<file path="src/rtl/json_token_emitter_assert.svh">
// Assertion macros for the JSON token emitter.
// Used by json_token_emitter.sv; expects clk and rst_n in scope.
`ifndef JSON_TOKEN_EMITTER_ASSERT_SVH
`define JSON_TOKEN_EMITTER_ASSERT_SVH

// Same-cycle implication, disabled during reset.
`define JTE_ASSERT_SAME(lbl, ante, cons) \
    lbl: assert property (@(posedge clk) disable iff (!rst_n) (ante) |-> (cons)) \
        else $error("json_token_emitter assertion failed");

// Next-cycle implication, disabled during reset.
`define JTE_ASSERT_NEXT(lbl, ante, cons) \
    lbl: assert property (@(posedge clk) disable iff (!rst_n) (ante) |=> (cons)) \
        else $error("json_token_emitter assertion failed");

`endif

</file>
<file path="src/rtl/jte_pkg.sv">
// Shared types and constants for the JSON token emitter.
// No dependencies; imported by every module of the block.
package jte_pkg;

    localparam int JTE_MAX_DEPTH = 16;
    localparam int DEPTH_W       = 5;
    localparam int SPACE_W       = 6;
    localparam int Q_DEPTH       = 2;
    localparam int QP_W          = 1;
    localparam int NUM_DIGITS    = 20;

    localparam logic [3:0] ACT_OPEN_OBJ = 4'd0;
    localparam logic [3:0] ACT_OPEN_ARR = 4'd1;
    localparam logic [3:0] ACT_CLOSE    = 4'd2;
    localparam logic [3:0] ACT_ITEM     = 4'd3;
    localparam logic [3:0] ACT_QUOTE    = 4'd4;
    localparam logic [3:0] ACT_STRING   = 4'd5;
    localparam logic [3:0] ACT_COLON    = 4'd6;
    localparam logic [3:0] ACT_LITERAL  = 4'd7;
    localparam logic [3:0] ACT_INTEGER  = 4'd8;

    localparam logic [2:0] ERR_NONE      = 3'd0;
    localparam logic [2:0] ERR_CLOSE     = 3'd1;
    localparam logic [2:0] ERR_ITEM      = 3'd2;
    localparam logic [2:0] ERR_COLON     = 3'd3;
    localparam logic [2:0] ERR_TOO_DEEP  = 3'd4;

    localparam logic [1:0] KIND_BYTES = 2'd0;
    localparam logic [1:0] KIND_INT   = 2'd1;
    localparam logic [1:0] KIND_ERR   = 2'd2;

    // Command handed from front to back.
    typedef struct packed {
        logic [1:0]              kind;
        logic [2:0]              err;
        logic [2:0]              nbytes;
        logic [5:0][7:0]         bytes;
        logic                    ind_en;
        logic                    ipos;
        logic [DEPTH_W-1:0]      lvl;
        logic [63:0]             number;
    } cmd_t;

endpackage

</file>
<file path="src/rtl/jte_if.sv">
// Valid/ready channel interfaces for the JSON token emitter.
// No dependencies.
interface jte_in_if;
    logic               valid;
    logic               ready;
    logic [3:0]         action;
    logic               pretty_mode;
    logic [7:0]         data_byte;
    logic signed [63:0] number;

    modport source (output valid, action, pretty_mode, data_byte, number, input ready);
    modport sink   (input valid, action, pretty_mode, data_byte, number, output ready);
endinterface

interface jte_out_if;
    logic       valid;
    logic       ready;
    logic [7:0] out_byte;
    logic       last;
    logic [2:0] error;

    modport source (output valid, out_byte, last, error, input ready);
    modport sink   (input valid, out_byte, last, error, output ready);
endinterface

</file>
<file path="src/rtl/jte_front.sv">
// Front end: accepts tokens, checks them against the container state,
// updates that state and queues byte commands. Depends on jte_pkg, jte_if.
module jte_front import jte_pkg::*; #(
    parameter int MAX_DEPTH = JTE_MAX_DEPTH
) (
    input  logic        clk,
    input  logic        rst_n,
    jte_in_if.sink      in_ch,
    input  logic        q_full,
    output logic        q_push,
    output cmd_t        q_cmd
);

    localparam int IDX_W = (MAX_DEPTH > 1) ? $clog2(MAX_DEPTH) : 1;

    logic                stack_reg [MAX_DEPTH];
    logic [DEPTH_W-1:0]  depth_reg, depth_next;
    logic                comma_reg, comma_next;
    logic                pretty_reg, pretty_next;
    logic                accept, push, stack_we, top_obj;
    logic [DEPTH_W-1:0]  top_pos;
    cmd_t                cmd;

    function automatic logic [7:0] hex_char(input logic [3:0] nib);
        hex_char = (nib < 4'd10) ? (8'h30 + {4'd0, nib}) : (8'h57 + {4'd0, nib});
    endfunction

    assign in_ch.ready = !q_full;
    assign accept      = in_ch.valid && !q_full;
    assign top_pos     = depth_reg - 1'b1;
    assign top_obj     = stack_reg[top_pos[IDX_W-1:0]];

    always_comb
    begin
        cmd         = '0;
        cmd.kind    = KIND_BYTES;
        cmd.number  = in_ch.number;
        push        = 1'b0;
        stack_we    = 1'b0;
        depth_next  = depth_reg;
        comma_next  = comma_reg;
        pretty_next = pretty_reg;
        case (in_ch.action) inside
            ACT_OPEN_OBJ, ACT_OPEN_ARR:
            begin
                push = 1'b1;
                if (depth_reg == DEPTH_W'(MAX_DEPTH))
                begin
                    cmd.kind = KIND_ERR;
                    cmd.err  = ERR_TOO_DEEP;
                end
                else
                begin
                    pretty_next  = in_ch.pretty_mode;
                    cmd.nbytes   = 3'd1;
                    cmd.bytes[0] = (in_ch.action == ACT_OPEN_OBJ) ? 8'h7B : 8'h5B;
                    stack_we     = 1'b1;
                    depth_next   = depth_reg + 1'b1;
                    comma_next   = 1'b0;
                end
            end
            ACT_CLOSE:
            begin
                push = 1'b1;
                if (depth_reg == '0)
                begin
                    cmd.kind = KIND_ERR;
                    cmd.err  = ERR_CLOSE;
                end
                else
                begin
                    depth_next   = top_pos;
                    comma_next   = 1'b1;
                    cmd.nbytes   = 3'd1;
                    cmd.bytes[0] = top_obj ? 8'h7D : 8'h5D;
                    cmd.ind_en   = pretty_reg;
                    cmd.lvl      = top_pos;
                end
            end
            ACT_ITEM:
            begin
                if (depth_reg == '0)
                begin
                    push     = 1'b1;
                    cmd.kind = KIND_ERR;
                    cmd.err  = ERR_ITEM;
                end
                else
                begin
                    push       = comma_reg || pretty_reg;
                    cmd.ind_en = pretty_reg;
                    cmd.lvl    = depth_reg;
                    if (comma_reg)
                    begin
                        cmd.nbytes   = 3'd1;
                        cmd.bytes[0] = 8'h2C;
                        cmd.ipos     = 1'b1;
                    end
                    else
                    begin
                        comma_next = 1'b1;
                    end
                end
            end
            ACT_QUOTE:
            begin
                push         = 1'b1;
                cmd.nbytes   = 3'd1;
                cmd.bytes[0] = 8'h22;
            end
            ACT_STRING:
            begin
                push         = 1'b1;
                cmd.nbytes   = 3'd2;
                cmd.bytes[0] = 8'h5C;
                unique case (in_ch.data_byte)
                    8'h22:   cmd.bytes[1] = 8'h22;
                    8'h5C:   cmd.bytes[1] = 8'h5C;
                    8'h0A:   cmd.bytes[1] = 8'h6E;
                    8'h0D:   cmd.bytes[1] = 8'h72;
                    8'h09:   cmd.bytes[1] = 8'h74;
                    8'h0C:   cmd.bytes[1] = 8'h66;
                    8'h08:   cmd.bytes[1] = 8'h62;
                    default:
                    begin
                        if (in_ch.data_byte < 8'h20)
                        begin
                            // \u00xx form for remaining control bytes
                            cmd.nbytes   = 3'd6;
                            cmd.bytes[1] = 8'h75;
                            cmd.bytes[2] = 8'h30;
                            cmd.bytes[3] = 8'h30;
                            cmd.bytes[4] = hex_char(in_ch.data_byte[7:4]);
                            cmd.bytes[5] = hex_char(in_ch.data_byte[3:0]);
                        end
                        else
                        begin
                            cmd.nbytes   = 3'd1;
                            cmd.bytes[0] = in_ch.data_byte;
                        end
                    end
                endcase
            end
            ACT_COLON:
            begin
                push = 1'b1;
                if (depth_reg == '0 || !top_obj)
                begin
                    cmd.kind = KIND_ERR;
                    cmd.err  = ERR_COLON;
                end
                else
                begin
                    cmd.nbytes   = pretty_reg ? 3'd2 : 3'd1;
                    cmd.bytes[0] = 8'h3A;
                    cmd.bytes[1] = 8'h20;
                end
            end
            ACT_LITERAL:
            begin
                push         = 1'b1;
                cmd.nbytes   = 3'd1;
                cmd.bytes[0] = in_ch.data_byte;
            end
            ACT_INTEGER:
            begin
                push     = 1'b1;
                cmd.kind = KIND_INT;
            end
            default:
            begin
                push = 1'b0;
            end
        endcase
    end

    assign q_push = accept && push;
    assign q_cmd  = cmd;

    always_ff @(posedge clk or negedge rst_n)
    begin
        if (!rst_n)
        begin
            depth_reg  <= '0;
            comma_reg  <= 1'b0;
            pretty_reg <= 1'b0;
        end
        else if (accept)
        begin
            depth_reg  <= depth_next;
            comma_reg  <= comma_next;
            pretty_reg <= pretty_next;
        end
    end

    // container marks: written on open, no reset needed
    always_ff @(posedge clk)
    begin
        if (accept && stack_we)
            stack_reg[depth_reg[IDX_W-1:0]] <= (in_ch.action == ACT_OPEN_OBJ);
    end

endmodule

</file>
<file path="src/rtl/jte_fifo.sv">
// Two-entry command queue between front and back.
// Depends on jte_pkg.
module jte_fifo import jte_pkg::*; (
    input  logic clk,
    input  logic rst_n,
    input  logic push,
    input  cmd_t push_cmd,
    input  logic pop,
    output cmd_t head,
    output logic full,
    output logic empty
);

    cmd_t              mem_reg [Q_DEPTH];
    logic [QP_W-1:0]   wr_ptr_reg, rd_ptr_reg;
    logic [QP_W:0]     count_reg;
    logic              do_push, do_pop;

    assign full    = (count_reg == (QP_W+1)'(Q_DEPTH));
    assign empty   = (count_reg == '0);
    assign do_push = push && !full;
    assign do_pop  = pop && !empty;
    assign head    = mem_reg[rd_ptr_reg];

    always_ff @(posedge clk or negedge rst_n)
    begin
        if (!rst_n)
        begin
            wr_ptr_reg <= '0;
            rd_ptr_reg <= '0;
            count_reg  <= '0;
        end
        else
        begin
            if (do_push)
                wr_ptr_reg <= wr_ptr_reg + 1'b1;
            if (do_pop)
                rd_ptr_reg <= rd_ptr_reg + 1'b1;
            if (do_push && !do_pop)
                count_reg <= count_reg + 1'b1;
            else if (do_pop && !do_push)
                count_reg <= count_reg - 1'b1;
        end
    end

    always_ff @(posedge clk)
    begin
        if (do_push)
            mem_reg[wr_ptr_reg] <= push_cmd;
    end

endmodule

</file>
<file path="src/rtl/jte_back.sv">
// Back end: expands queued commands into output bytes, including indent
// runs and decimal conversion. Depends on jte_pkg, jte_if.
module jte_back import jte_pkg::*; (
    input  logic       clk,
    input  logic       rst_n,
    input  logic       q_empty,
    input  cmd_t       q_head,
    output logic       q_pop,
    jte_out_if.source  out_ch
);

    localparam logic [2:0] ST_IDLE   = 3'd0;
    localparam logic [2:0] ST_BYTES  = 3'd1;
    localparam logic [2:0] ST_CONV   = 3'd2;
    localparam logic [2:0] ST_SCAN   = 3'd3;
    localparam logic [2:0] ST_SIGN   = 3'd4;
    localparam logic [2:0] ST_DIGITS = 3'd5;
    localparam logic [2:0] ST_ERR    = 3'd6;

    localparam int BCD_W = 4 * NUM_DIGITS;

    logic [2:0]          state_reg, state_next;
    cmd_t                cmd_reg, cmd_next;
    logic [2:0]          idx_reg, idx_next;
    logic                ind_pend_reg, ind_pend_next;
    logic                nl_sent_reg, nl_sent_next;
    logic [SPACE_W-1:0]  sp_reg, sp_next;
    logic [63:0]         bin_reg, bin_next;
    logic [BCD_W-1:0]    bcd_reg, bcd_next, bcd_adj;
    logic [5:0]          cnt_reg, cnt_next;
    logic                neg_reg, neg_next;
    logic [4:0]          dig_reg, dig_next, dig_top;
    logic                out_valid_reg;
    logic [7:0]          out_byte_reg;
    logic                out_last_reg;
    logic [2:0]          out_err_reg;
    logic                step, emit, emit_last, ind_now, ind_done;
    logic [7:0]          emit_byte;
    logic [2:0]          emit_err;

    assign step = !out_valid_reg || out_ch.ready;

    // double-dabble adjust, one per digit
    always_comb
    begin
        for (int d = 0; d < NUM_DIGITS; d++)
        begin
            if (bcd_reg[4*d +: 4] >= 4'd5)
                bcd_adj[4*d +: 4] = bcd_reg[4*d +: 4] + 4'd3;
            else
                bcd_adj[4*d +: 4] = bcd_reg[4*d +: 4];
        end
    end

    // most significant nonzero digit
    always_comb
    begin
        dig_top = '0;
        for (int d = 0; d < NUM_DIGITS; d++)
        begin
            if (bcd_reg[4*d +: 4] != 4'd0)
                dig_top = 5'(d);
        end
    end

    always_comb
    begin
        state_next    = state_reg;
        cmd_next      = cmd_reg;
        idx_next      = idx_reg;
        ind_pend_next = ind_pend_reg;
        nl_sent_next  = nl_sent_reg;
        sp_next       = sp_reg;
        bin_next      = bin_reg;
        bcd_next      = bcd_reg;
        cnt_next      = cnt_reg;
        neg_next      = neg_reg;
        dig_next      = dig_reg;
        q_pop         = 1'b0;
        emit          = 1'b0;
        emit_byte     = 8'h00;
        emit_last     = 1'b0;
        emit_err      = ERR_NONE;
        ind_now       = ind_pend_reg && (idx_reg == {2'b00, cmd_reg.ipos});
        ind_done      = 1'b0;
        unique case (state_reg)
            ST_IDLE:
            begin
                if (!q_empty)
                begin
                    q_pop         = 1'b1;
                    cmd_next      = q_head;
                    idx_next      = '0;
                    ind_pend_next = q_head.ind_en;
                    nl_sent_next  = 1'b0;
                    neg_next      = q_head.number[63];
                    bin_next      = q_head.number[63] ? (~q_head.number + 64'd1)
                                                      : q_head.number;
                    bcd_next      = '0;
                    cnt_next      = '0;
                    unique case (q_head.kind)
                        KIND_ERR: state_next = ST_ERR;
                        KIND_INT: state_next = ST_CONV;
                        default:  state_next = ST_BYTES;
                    endcase
                end
            end
            ST_ERR:
            begin
                if (step)
                begin
                    emit       = 1'b1;
                    emit_last  = 1'b1;
                    emit_err   = cmd_reg.err;
                    state_next = ST_IDLE;
                end
            end
            ST_BYTES:
            begin
                if (step)
                begin
                    emit = 1'b1;
                    if (ind_now)
                    begin
                        if (!nl_sent_reg)
                        begin
                            emit_byte    = 8'h0A;
                            nl_sent_next = 1'b1;
                            sp_next      = {cmd_reg.lvl, 1'b0};
                            ind_done     = (cmd_reg.lvl == '0);
                        end
                        else
                        begin
                            emit_byte = 8'h20;
                            sp_next   = sp_reg - 1'b1;
                            ind_done  = (sp_reg == SPACE_W'(1));
                        end
                        if (ind_done)
                            ind_pend_next = 1'b0;
                        emit_last = ind_done && (idx_reg == cmd_reg.nbytes);
                    end
                    else
                    begin
                        emit_byte = cmd_reg.bytes[idx_reg];
                        idx_next  = idx_reg + 1'b1;
                        emit_last = ((idx_reg + 3'd1) == cmd_reg.nbytes) && !ind_pend_reg;
                    end
                    if (emit_last)
                        state_next = ST_IDLE;
                end
            end
            ST_CONV:
            begin
                {bcd_next, bin_next} = {bcd_adj, bin_reg} << 1;
                cnt_next             = cnt_reg + 1'b1;
                if (cnt_reg == 6'd63)
                    state_next = ST_SCAN;
            end
            ST_SCAN:
            begin
                dig_next   = dig_top;
                state_next = neg_reg ? ST_SIGN : ST_DIGITS;
            end
            ST_SIGN:
            begin
                if (step)
                begin
                    emit       = 1'b1;
                    emit_byte  = 8'h2D;
                    state_next = ST_DIGITS;
                end
            end
            ST_DIGITS:
            begin
                if (step)
                begin
                    emit      = 1'b1;
                    emit_byte = {4'h3, bcd_reg[4*dig_reg +: 4]};
                    emit_last = (dig_reg == '0);
                    dig_next  = dig_reg - 1'b1;
                    if (emit_last)
                        state_next = ST_IDLE;
                end
            end
            default:
            begin
                state_next = ST_IDLE;
            end
        endcase
    end

    always_ff @(posedge clk or negedge rst_n)
    begin
        if (!rst_n)
        begin
            state_reg     <= ST_IDLE;
            out_valid_reg <= 1'b0;
        end
        else
        begin
            state_reg <= state_next;
            if (emit)
                out_valid_reg <= 1'b1;
            else if (out_ch.ready)
                out_valid_reg <= 1'b0;
        end
    end

    always_ff @(posedge clk)
    begin
        cmd_reg      <= cmd_next;
        idx_reg      <= idx_next;
        ind_pend_reg <= ind_pend_next;
        nl_sent_reg  <= nl_sent_next;
        sp_reg       <= sp_next;
        bin_reg      <= bin_next;
        bcd_reg      <= bcd_next;
        cnt_reg      <= cnt_next;
        neg_reg      <= neg_next;
        dig_reg      <= dig_next;
        if (emit)
        begin
            out_byte_reg <= emit_byte;
            out_last_reg <= emit_last;
            out_err_reg  <= emit_err;
        end
    end

    assign out_ch.valid    = out_valid_reg;
    assign out_ch.out_byte = out_byte_reg;
    assign out_ch.last     = out_last_reg;
    assign out_ch.error    = out_err_reg;

endmodule

</file>
<file path="src/rtl/json_token_emitter.sv">
// json_token_emitter: JSON writer tokens in, JSON text out one byte per transaction.
// Path: a token is queued, loaded by the back end and sent through its output register;
// integers run the 64-step binary-to-BCD loop in the back end before sign and digits.
// Throughput: one output byte per cycle while the receiver is ready; each token also
// needs one command load in the back end. Depends on jte_pkg, jte_if.
// Reset (rst_n, async, active low) empties the queue, zeroes depth/comma/pretty.
`include "json_token_emitter_assert.svh"

module json_token_emitter import jte_pkg::*; #(
    parameter int MAX_DEPTH = JTE_MAX_DEPTH
) (
    input  logic      clk,
    input  logic      rst_n,
    jte_in_if.sink    in_ch,
    jte_out_if.source out_ch
);

    // Front end: checks and classifies each token against the container
    // stack, and turns it into one byte command (or none for silent tokens).
    cmd_t push_cmd, head_cmd;
    logic push, pop, q_full, q_empty;

    jte_front #(
        .MAX_DEPTH (MAX_DEPTH)
    ) u_front (
        .clk    (clk),
        .rst_n  (rst_n),
        .in_ch  (in_ch),
        .q_full (q_full),
        .q_push (push),
        .q_cmd  (push_cmd)
    );

    // Short queue: the front keeps taking tokens while the back drains
    // a long escape, indent run or integer.
    jte_fifo u_fifo (
        .clk      (clk),
        .rst_n    (rst_n),
        .push     (push),
        .push_cmd (push_cmd),
        .pop      (pop),
        .head     (head_cmd),
        .full     (q_full),
        .empty    (q_empty)
    );

    // Back end: byte sequencer with a registered output stage.
    jte_back u_back (
        .clk     (clk),
        .rst_n   (rst_n),
        .q_empty (q_empty),
        .q_head  (head_cmd),
        .q_pop   (pop),
        .out_ch  (out_ch)
    );

    // An error transaction is always a lone, final zero byte.
    `JTE_ASSERT_SAME(a_err_last, out_ch.valid && out_ch.error != ERR_NONE, out_ch.last)
    `JTE_ASSERT_SAME(a_err_zero, out_ch.valid && out_ch.error != ERR_NONE, out_ch.out_byte == 8'h00)
    // Queue full holds the front off.
    `JTE_ASSERT_SAME(a_full_stall, q_full, !in_ch.ready)

endmodule

</file>
<file path="src/flat_wrapper.sv">
// flat-port wrapper written by rule: the top's interface ports become plain ports
module json_token_emitter_flat import jte_pkg::*;
#(
    parameter int MAX_DEPTH = JTE_MAX_DEPTH
)
  (clk, rst_n, in_ch_valid, in_ch_action, in_ch_pretty_mode, in_ch_data_byte, in_ch_number, in_ch_ready, out_ch_valid, out_ch_out_byte, out_ch_last, out_ch_error, out_ch_ready);
  jte_in_if in_ch_i ();
  jte_out_if out_ch_i ();
  input  logic clk;
  input  logic rst_n;
  input wire logic [$bits(in_ch_i.valid)-1:0] in_ch_valid;
  input wire logic [$bits(in_ch_i.action)-1:0] in_ch_action;
  input wire logic [$bits(in_ch_i.pretty_mode)-1:0] in_ch_pretty_mode;
  input wire logic [$bits(in_ch_i.data_byte)-1:0] in_ch_data_byte;
  input wire logic [$bits(in_ch_i.number)-1:0] in_ch_number;
  output wire logic [$bits(in_ch_i.ready)-1:0] in_ch_ready;
  output wire logic [$bits(out_ch_i.valid)-1:0] out_ch_valid;
  output wire logic [$bits(out_ch_i.out_byte)-1:0] out_ch_out_byte;
  output wire logic [$bits(out_ch_i.last)-1:0] out_ch_last;
  output wire logic [$bits(out_ch_i.error)-1:0] out_ch_error;
  input wire logic [$bits(out_ch_i.ready)-1:0] out_ch_ready;
  assign in_ch_i.valid = in_ch_valid;
  assign in_ch_i.action = in_ch_action;
  assign in_ch_i.pretty_mode = in_ch_pretty_mode;
  assign in_ch_i.data_byte = in_ch_data_byte;
  assign in_ch_i.number = in_ch_number;
  assign in_ch_ready = in_ch_i.ready;
  assign out_ch_valid = out_ch_i.valid;
  assign out_ch_out_byte = out_ch_i.out_byte;
  assign out_ch_last = out_ch_i.last;
  assign out_ch_error = out_ch_i.error;
  assign out_ch_i.ready = out_ch_ready;
  json_token_emitter #(.MAX_DEPTH(MAX_DEPTH)) u_core (.clk(clk), .rst_n(rst_n), .in_ch(in_ch_i), .out_ch(out_ch_i));
endmodule
</file>
<file path="config.mk">
export PLATFORM = sky130hd
export DESIGN_NAME = json_token_emitter_flat
export DESIGN_NICKNAME = d
export VERILOG_FILES = /design/src/rtl/jte_pkg.sv /design/src/rtl/jte_if.sv /design/src/rtl/jte_front.sv /design/src/rtl/jte_fifo.sv /design/src/rtl/jte_back.sv /design/src/rtl/json_token_emitter.sv /design/src/flat_wrapper.sv
export VERILOG_INCLUDE_DIRS = /design/src /design/src/rtl
export SDC_FILE = /design/constraint.sdc
export NUM_CORES = 1
export LEC_CHECK = 0
export CORE_MARGIN = 5
export CORE_UTILIZATION = 35
export DETAILED_ROUTE_END_ITERATION = 12
export DONT_BUFFER_PORTS = 1
export PLACE_DENSITY = 0.49
export SLEW_MARGIN = 20
export SYNTH_ARGS = -nofsm -noshare
export SYNTH_HDL_FRONTEND = slang
export SYNTH_SLANG_ARGS = --single-unit
export TNS_END_PERCENT = 1
</file>
<file path="constraint.sdc">
create_clock -name clk -period 9.6 [get_ports clk]
set_input_delay 2.88 -clock clk [delete_from_list [all_inputs] [get_ports clk]]
set_output_delay 2.88 -clock clk [all_outputs]
set_load 0.05 [all_outputs]
</file>
# Word-level counts from Yosys, hierarchy flattened
# Memory sizes are Yosys's and may differ from the RTL's.
# Cells that the tools add are included.
# word_totals
ff_bits	254
ramBits	270
elab_cells	404
n_memories	2
# op_classes
n_addsub	35
n_lt_le_gt_ge	24
n_eq_ne	43
shift	1
n_mux	198
n_bitwise	3
n_reduce_logical	67
# memory_table
name	words	width	read_ports	rd_clocked_by_memory_dff	write_ports	line_no	source
u_core.u_fifo.mem_reg	2	127	1	0	1	jte_fifo.sv:14	cmd_t mem_reg [Q_DEPTH];
u_core.u_front.stack_reg	16	1	1	0	1	jte_front.sv:16	logic stack_reg [MAX_DEPTH];
# op_table
op	n
8-bit 2-to-1 mux	21
32-bit 2-to-1 mux	5
80-bit one-hot mux with 2 select lines	1
5-bit 2-to-1 mux	31
64-bit 2-to-1 mux	2
64-bit one-hot mux with 2 select lines	1
4-bit by 3-bit greater-or-equal comparator with 1-bit output, second input constant	20
80-bit 2-to-1 mux	1
80-bit by 8-bit variable part select with 4-bit output	1
4-bit by 2-bit adder with 4-bit output, second input constant	19
4-bit 2-to-1 mux	19
4-bit nonzero test	19
3-bit 2-to-1 mux	24
64-bit by 1-bit adder with 64-bit output, second input constant	1
64-bit NOT	1
1-bit 2-to-1 mux	58
8-bit one-hot mux with 7 select lines	1
6-bit 2-to-1 mux	8
8-bit by 4-bit equality test with 1-bit output, second input constant	5
40-bit 2-to-1 mux	1
35-bit 2-to-1 mux	1
8-bit binary-select mux with 3-bit select	1
2-bit inequality test, second input constant	12
8-bit one-hot mux with 3 select lines	1
other kinds (59)	117

# Longest topological paths before layout
# logic_depth
ltp_word	21
depth_mapped	19
ltp_nobuf	12

# Hierarchy
# From an unflattened synthesis, not the netlist that was laid out.
# unflattened
hier_cells	2005
area_unflattened_um2	25876.1
# modules_own_cells
mod	instances	cells_per_inst	area_each_um2	seq_area_each_um2
jte_back	1	1248	13680.6	7277.0
jte_fifo	1	414	9407.8	7727.4
jte_front	1	343	2787.7	655.6

# Least setup slack after synthesis
# OpenSTA, ideal clock, no wires.
# synth_timing
kind	input -> register
from	input in_ch_action[2]
to	memory u_core.u_fifo.mem_reg[0][0] (netlist bit), enable pin
arrival_ps	8028
t_required_ps	9026
setup_slack_ps	998
stages	5
path_buffers	1
path_cell_list	clkbuf_1 nor4_1 o21ai_0 nand3_1 nor2_1
# synth_via
elab_chain_cells	13
elab_cells_between_ends	22
cone_classes	eq/ne (8); mux (10); reduce/logical (4)
# synth_lines
element	line_no	source
start, declared	flat_wrapper.sv:12	input wire logic [$bits(in_ch_i.action)-1:0] in_ch_action;
4-bit equality test (no source line)	n/a	
1-bit 2-to-1 mux (7 in series)	jte_front.sv:43	case (in_ch.action) inside
1-bit 2-to-1 mux (*)	jte_front.sv:43	
1-bit logical AND (*)	jte_front.sv:177	assign q_push = accept && push;
1-bit logical AND (*)	jte_fifo.sv:21	assign do_push = push && !full;
1-bit 2-to-1 mux (*)	jte_fifo.sv:48	if (do_push)
1-bit 2-to-1 mux (implied by the code) (*)	jte_fifo.sv:49	mem_reg[wr_ptr_reg] <= push_cmd;
end, declared	jte_fifo.sv:14	
# Mark *: on every way between the ends. The rest lies on a longest branch, timed or not.

==> metrics.md <==
| Metric | Value |
|---|---|
| Share of cells above drive strength 1 | `about 11%` |
| Status | `complete, no violations` |
| Hold Buf Count CTS | `0` |
| First-pass GRT wire length | `about 85000 um` |
| CTS H-tree depth | `2` |
| Max-slew headroom | `a little under 30%` |
| Asr flop ratio synth | `under 10%` |
| Reg2reg end | `u_core.u_fifo.mem_reg[1][51]` |
| Post-CTS setup buffer count | `0` |
| Kind of end point of the critical path | `flop` |
| Tcrit/Tclk final | `51.32%` |
| Yosys cell types | `between 70 and 80` |
| WHS Path Cells | `2` |
| CTS tree | `done` |
| Crit Path Class | `input pin to flop` |
| Sequential share of the synthesized area | `between 50% and 60%` |
| Initial core utilization | `about a third` |
| Fin. max-slew vios | `0` |
| Crit-path max FO | `11` |
| Max FFs per register | `214` |
| DR DRC count | `0` |
| Clock sink count | `approximately 460` |
| Bufs on Longest Clock Path | `3` |
| Worst reg-to-reg path cell count | `10` |
| Max Cap Viol | `0` |
| Endpoints failing setup | `0` |
| Pwr dens | `between 300 and 400 nW/um^2` |
| Core ar. | `between 60000 and 70000 um^2` |
| Hold Vio Cnt, Final | `0` |
| Dominant cells by area after synthesis | `edfxtp_1 (57%), ha_1 (3.2%), mux4_2 (3.1%)` |
| DRT iter0 DRCs | `1047` |
| Synthesized area | `~24000 um^2` |
| Pin count of the biggest net entering global routing | `around 130` |
| Leakage power | `between 8 and 9 nW` |
| WP data arrival | `approximately 5.3 ns` |
| Avg Cell Area, Syn | `around 12 um^2` |
| Post_cts resized | `0` |
| Chip width | `approximately 270 um` |
| Global route total overflow | `0` |
| Slowest cell on the critical path | `nor4bb_1` |
| Tot GR Track Use | `approximately 14%` |
| Startpoint types | `input pin` |
| Register bit total from synthesis | `about 460` |
| Critical Path Max Stage Delay | `between 0.6 and 0.7 ns` |
| Leading area contributor after synthesis | `edfxtp_1` |
| Ys flop type | `edfxtp_1` |
| # rows | `between 90 and 100` |
| Final #Nets | `roughly 2100` |
| Setup Skew | `~0.013 ns` |
| Clock Root Buffer | `clkbuf_16` |
| Min-delay src | `u_core.u_back.bin_reg[40]` |
| Peak Freq | `203.0 MHz` |
| Minimum clock period | `around 5 ns` |
| R2R Path Start | `u_core.u_front.depth_reg[0]` |
| Power Total | `between 8 and 9 mW` |
| Max IR drop VDD | `between 0.15 and 0.2 mV` |
| Yosys top cell area share | `a little under three fifths` |
| Hold crit path type | `flop to flop` |
| R2R Setup Slk | `4.94 ns` |
| DRT antenna net count | `0` |
| Initial antenna violation count | `7` |
| HPWL after DPL | `36650 um` |
| Drt first pass iters | `5` |
| # IOs | `95` |
| Worst Hold Path EP | `u_core.u_back.bin_reg[41]` |
| Worst path cell trace | `inv_1, ha_1, nor4bb_1, o31ai_1, nand4_1, nand2b_1, inv_1, or3_1` |
| Area growth, synth to finish | `10.93%` |
| Routability cong. | `approximately 0.79` |
| Tightest Pin Transition | `1.059 ns` |
| WL/cell | `~19 um` |
| Via density | `5.185` |
| RSZ-0062 raised after global routing | `no` |
| Buffers on Ports | `0` |
| Setup tns final | `0 ns` |
| CP most frequent cell | `inv_1` |
| # fillers | `roughly 6400` |
| Crit path required time | `9.93 ns` |
| CTS buffer count | `53` |
| Yosys warnings | `0` |
| Die area | `roughly 73000 um^2` |
| Post-synth EDFFs | `449` |
| Mapped Cells | `just under 2000` |
| Wirelength, routed | `between 50000 and 60000 um` |
| Clock Latency Late Sink | `approximately 0.6 ns` |
| Die Y | `between 200 and 300 um` |
| Via count | `roughly 15000` |
| Number of global-route vias before repair | `approximately 15000` |
| CTS clock-pin slew for the worst setup and hold paths | `0.06 ns` |
==> kinds of logic (layout without fill, tap and decap cells) <==
kind of cell | after synthesis | in the layout | synth area share (%)
simple gates | 656 | 656 | 13.82
flops | 464 | 464 | 58.54
compound gates | 343 | 343 | 8.567
buf+inv | 164 | 188 | 2.769
mux | 153 | 153 | 8.514
xor+xnor | 123 | 123 | 4.551
fa+ha+maj | 61 | 61 | 3.224
other cells | 1 | 15 | 0.01584
==> stage by stage <==
step / cells / worst slack, ns / hold slack [ns] / area, um^2 / utilization (%)
after floorplan: 1972 / 0.9980 / 0.4681 / 23700 / -
after global routing: 2869 / 4.411 / 0.5475 / 26250 / 39.08
after detailed placement: 2771 / 4.040 / 0.5112 / 24600 / 36.62
after CTS: 2869 / 4.701 / 0.5242 / 26230 / 39.06
final: 2876 / 4.674 / 0.5214 / 26260 / 39.11
after global placement: 2771 / 4.095 / 0.5036 / 24600 / 36.62
==> power breakdown <==
group          internal (mW)  total (mW)  switching (mW)  leakage, nW
sequential              3.08        3.67           0.593         4.38
combinational           1.06        2.56            1.50         3.81
clock                   1.11        1.91           0.808        0.791
total                   5.24        8.14            2.90         8.98
==> worst max path at each step <==
stage	from	end	slack, ns	depth (start not counted)
after floorplan	in_ch_action[2]	u_core.u_fifo.mem_reg[0][0]	1.0	5
after global routing	in_ch_data_byte[4]	u_core.u_fifo.mem_reg[1][84]	4.41	8
after CTS	in_ch_data_byte[4]	u_core.u_fifo.mem_reg[1][84]	4.70	8
final	in_ch_data_byte[4]	u_core.u_fifo.mem_reg[0][84]	4.67	8
after global placement	in_ch_action[1]	u_core.u_fifo.mem_reg[1][49]	4.10	7
after detailed placement	in_ch_data_byte[4]	u_core.u_fifo.mem_reg[0][84]	4.04	8
==> worst max-delay path: cells and delay by family <==
family	cells	cell delay, ns
simple gates	4	1.72
buf+inv	2	0.26
compound gates	1	0.24
fa+ha+maj	1	0.16
==> Yosys cell counts (18+ instances only) <==
cell type	number
a21oi_1	129
a31oi_1	21
and2_1	27
buf_2	20
clkbuf_1	53
edfxtp_1	449
ha_1	61
inv_1	73
mux2_2	57
mux2i_1	63
mux4_2	33
nand2_1	168
nand2b_1	37
nand3_1	31
nor2_1	187
nor3_1	56
nor3b_1	18
o21ai_0	105
or3_1	23
xnor2_1	53
xor2_1	70
==> cell usage in the layout, fill, tap and decap left out, drive strengths merged, types with 23 or more instances in the layout <==
cell type  count
edfxtp       449
nor2         187
nand2        168
a21oi        129
o21ai        106
inv           76
xor2          70
clkbuf        68
mux2i         63
ha            61
mux2          57
nor3          56
xnor2         53
nand2b        37
mux4          33
nand3         32
and2          27
or3           23
==> area by class of cell <==
cell class	instances	area, um^2	area share, %
flip-flops and latches	464	13860	52.78
multi-input cells	1344	9240	35.18
clock buffers	68	1393	5.303
well taps	873	1092	4.159
inverters	74	277.8	1.058
clock inverters	30	244.0	0.9290
repair buffers	16	136.4	0.5193
diodes	7	17.52	0.06670
==> routing by layer <==
metal | wire, um | share of wire (%) | global-route usage (%) | up-vias
met4 | 874 | 1.6 | 3.048 | 6
met3 | 3316 | 6.2 | 4.033 | 71
li1 | - | - | - | 7293
met5 | 41 | 0.077 | 0 | -
met2 | 24770 | 46 | 22.97 | 271
met1 | 24570 | 46 | 19.64 | 7271
Note: power is estimated with default switching activity, not from simulation.
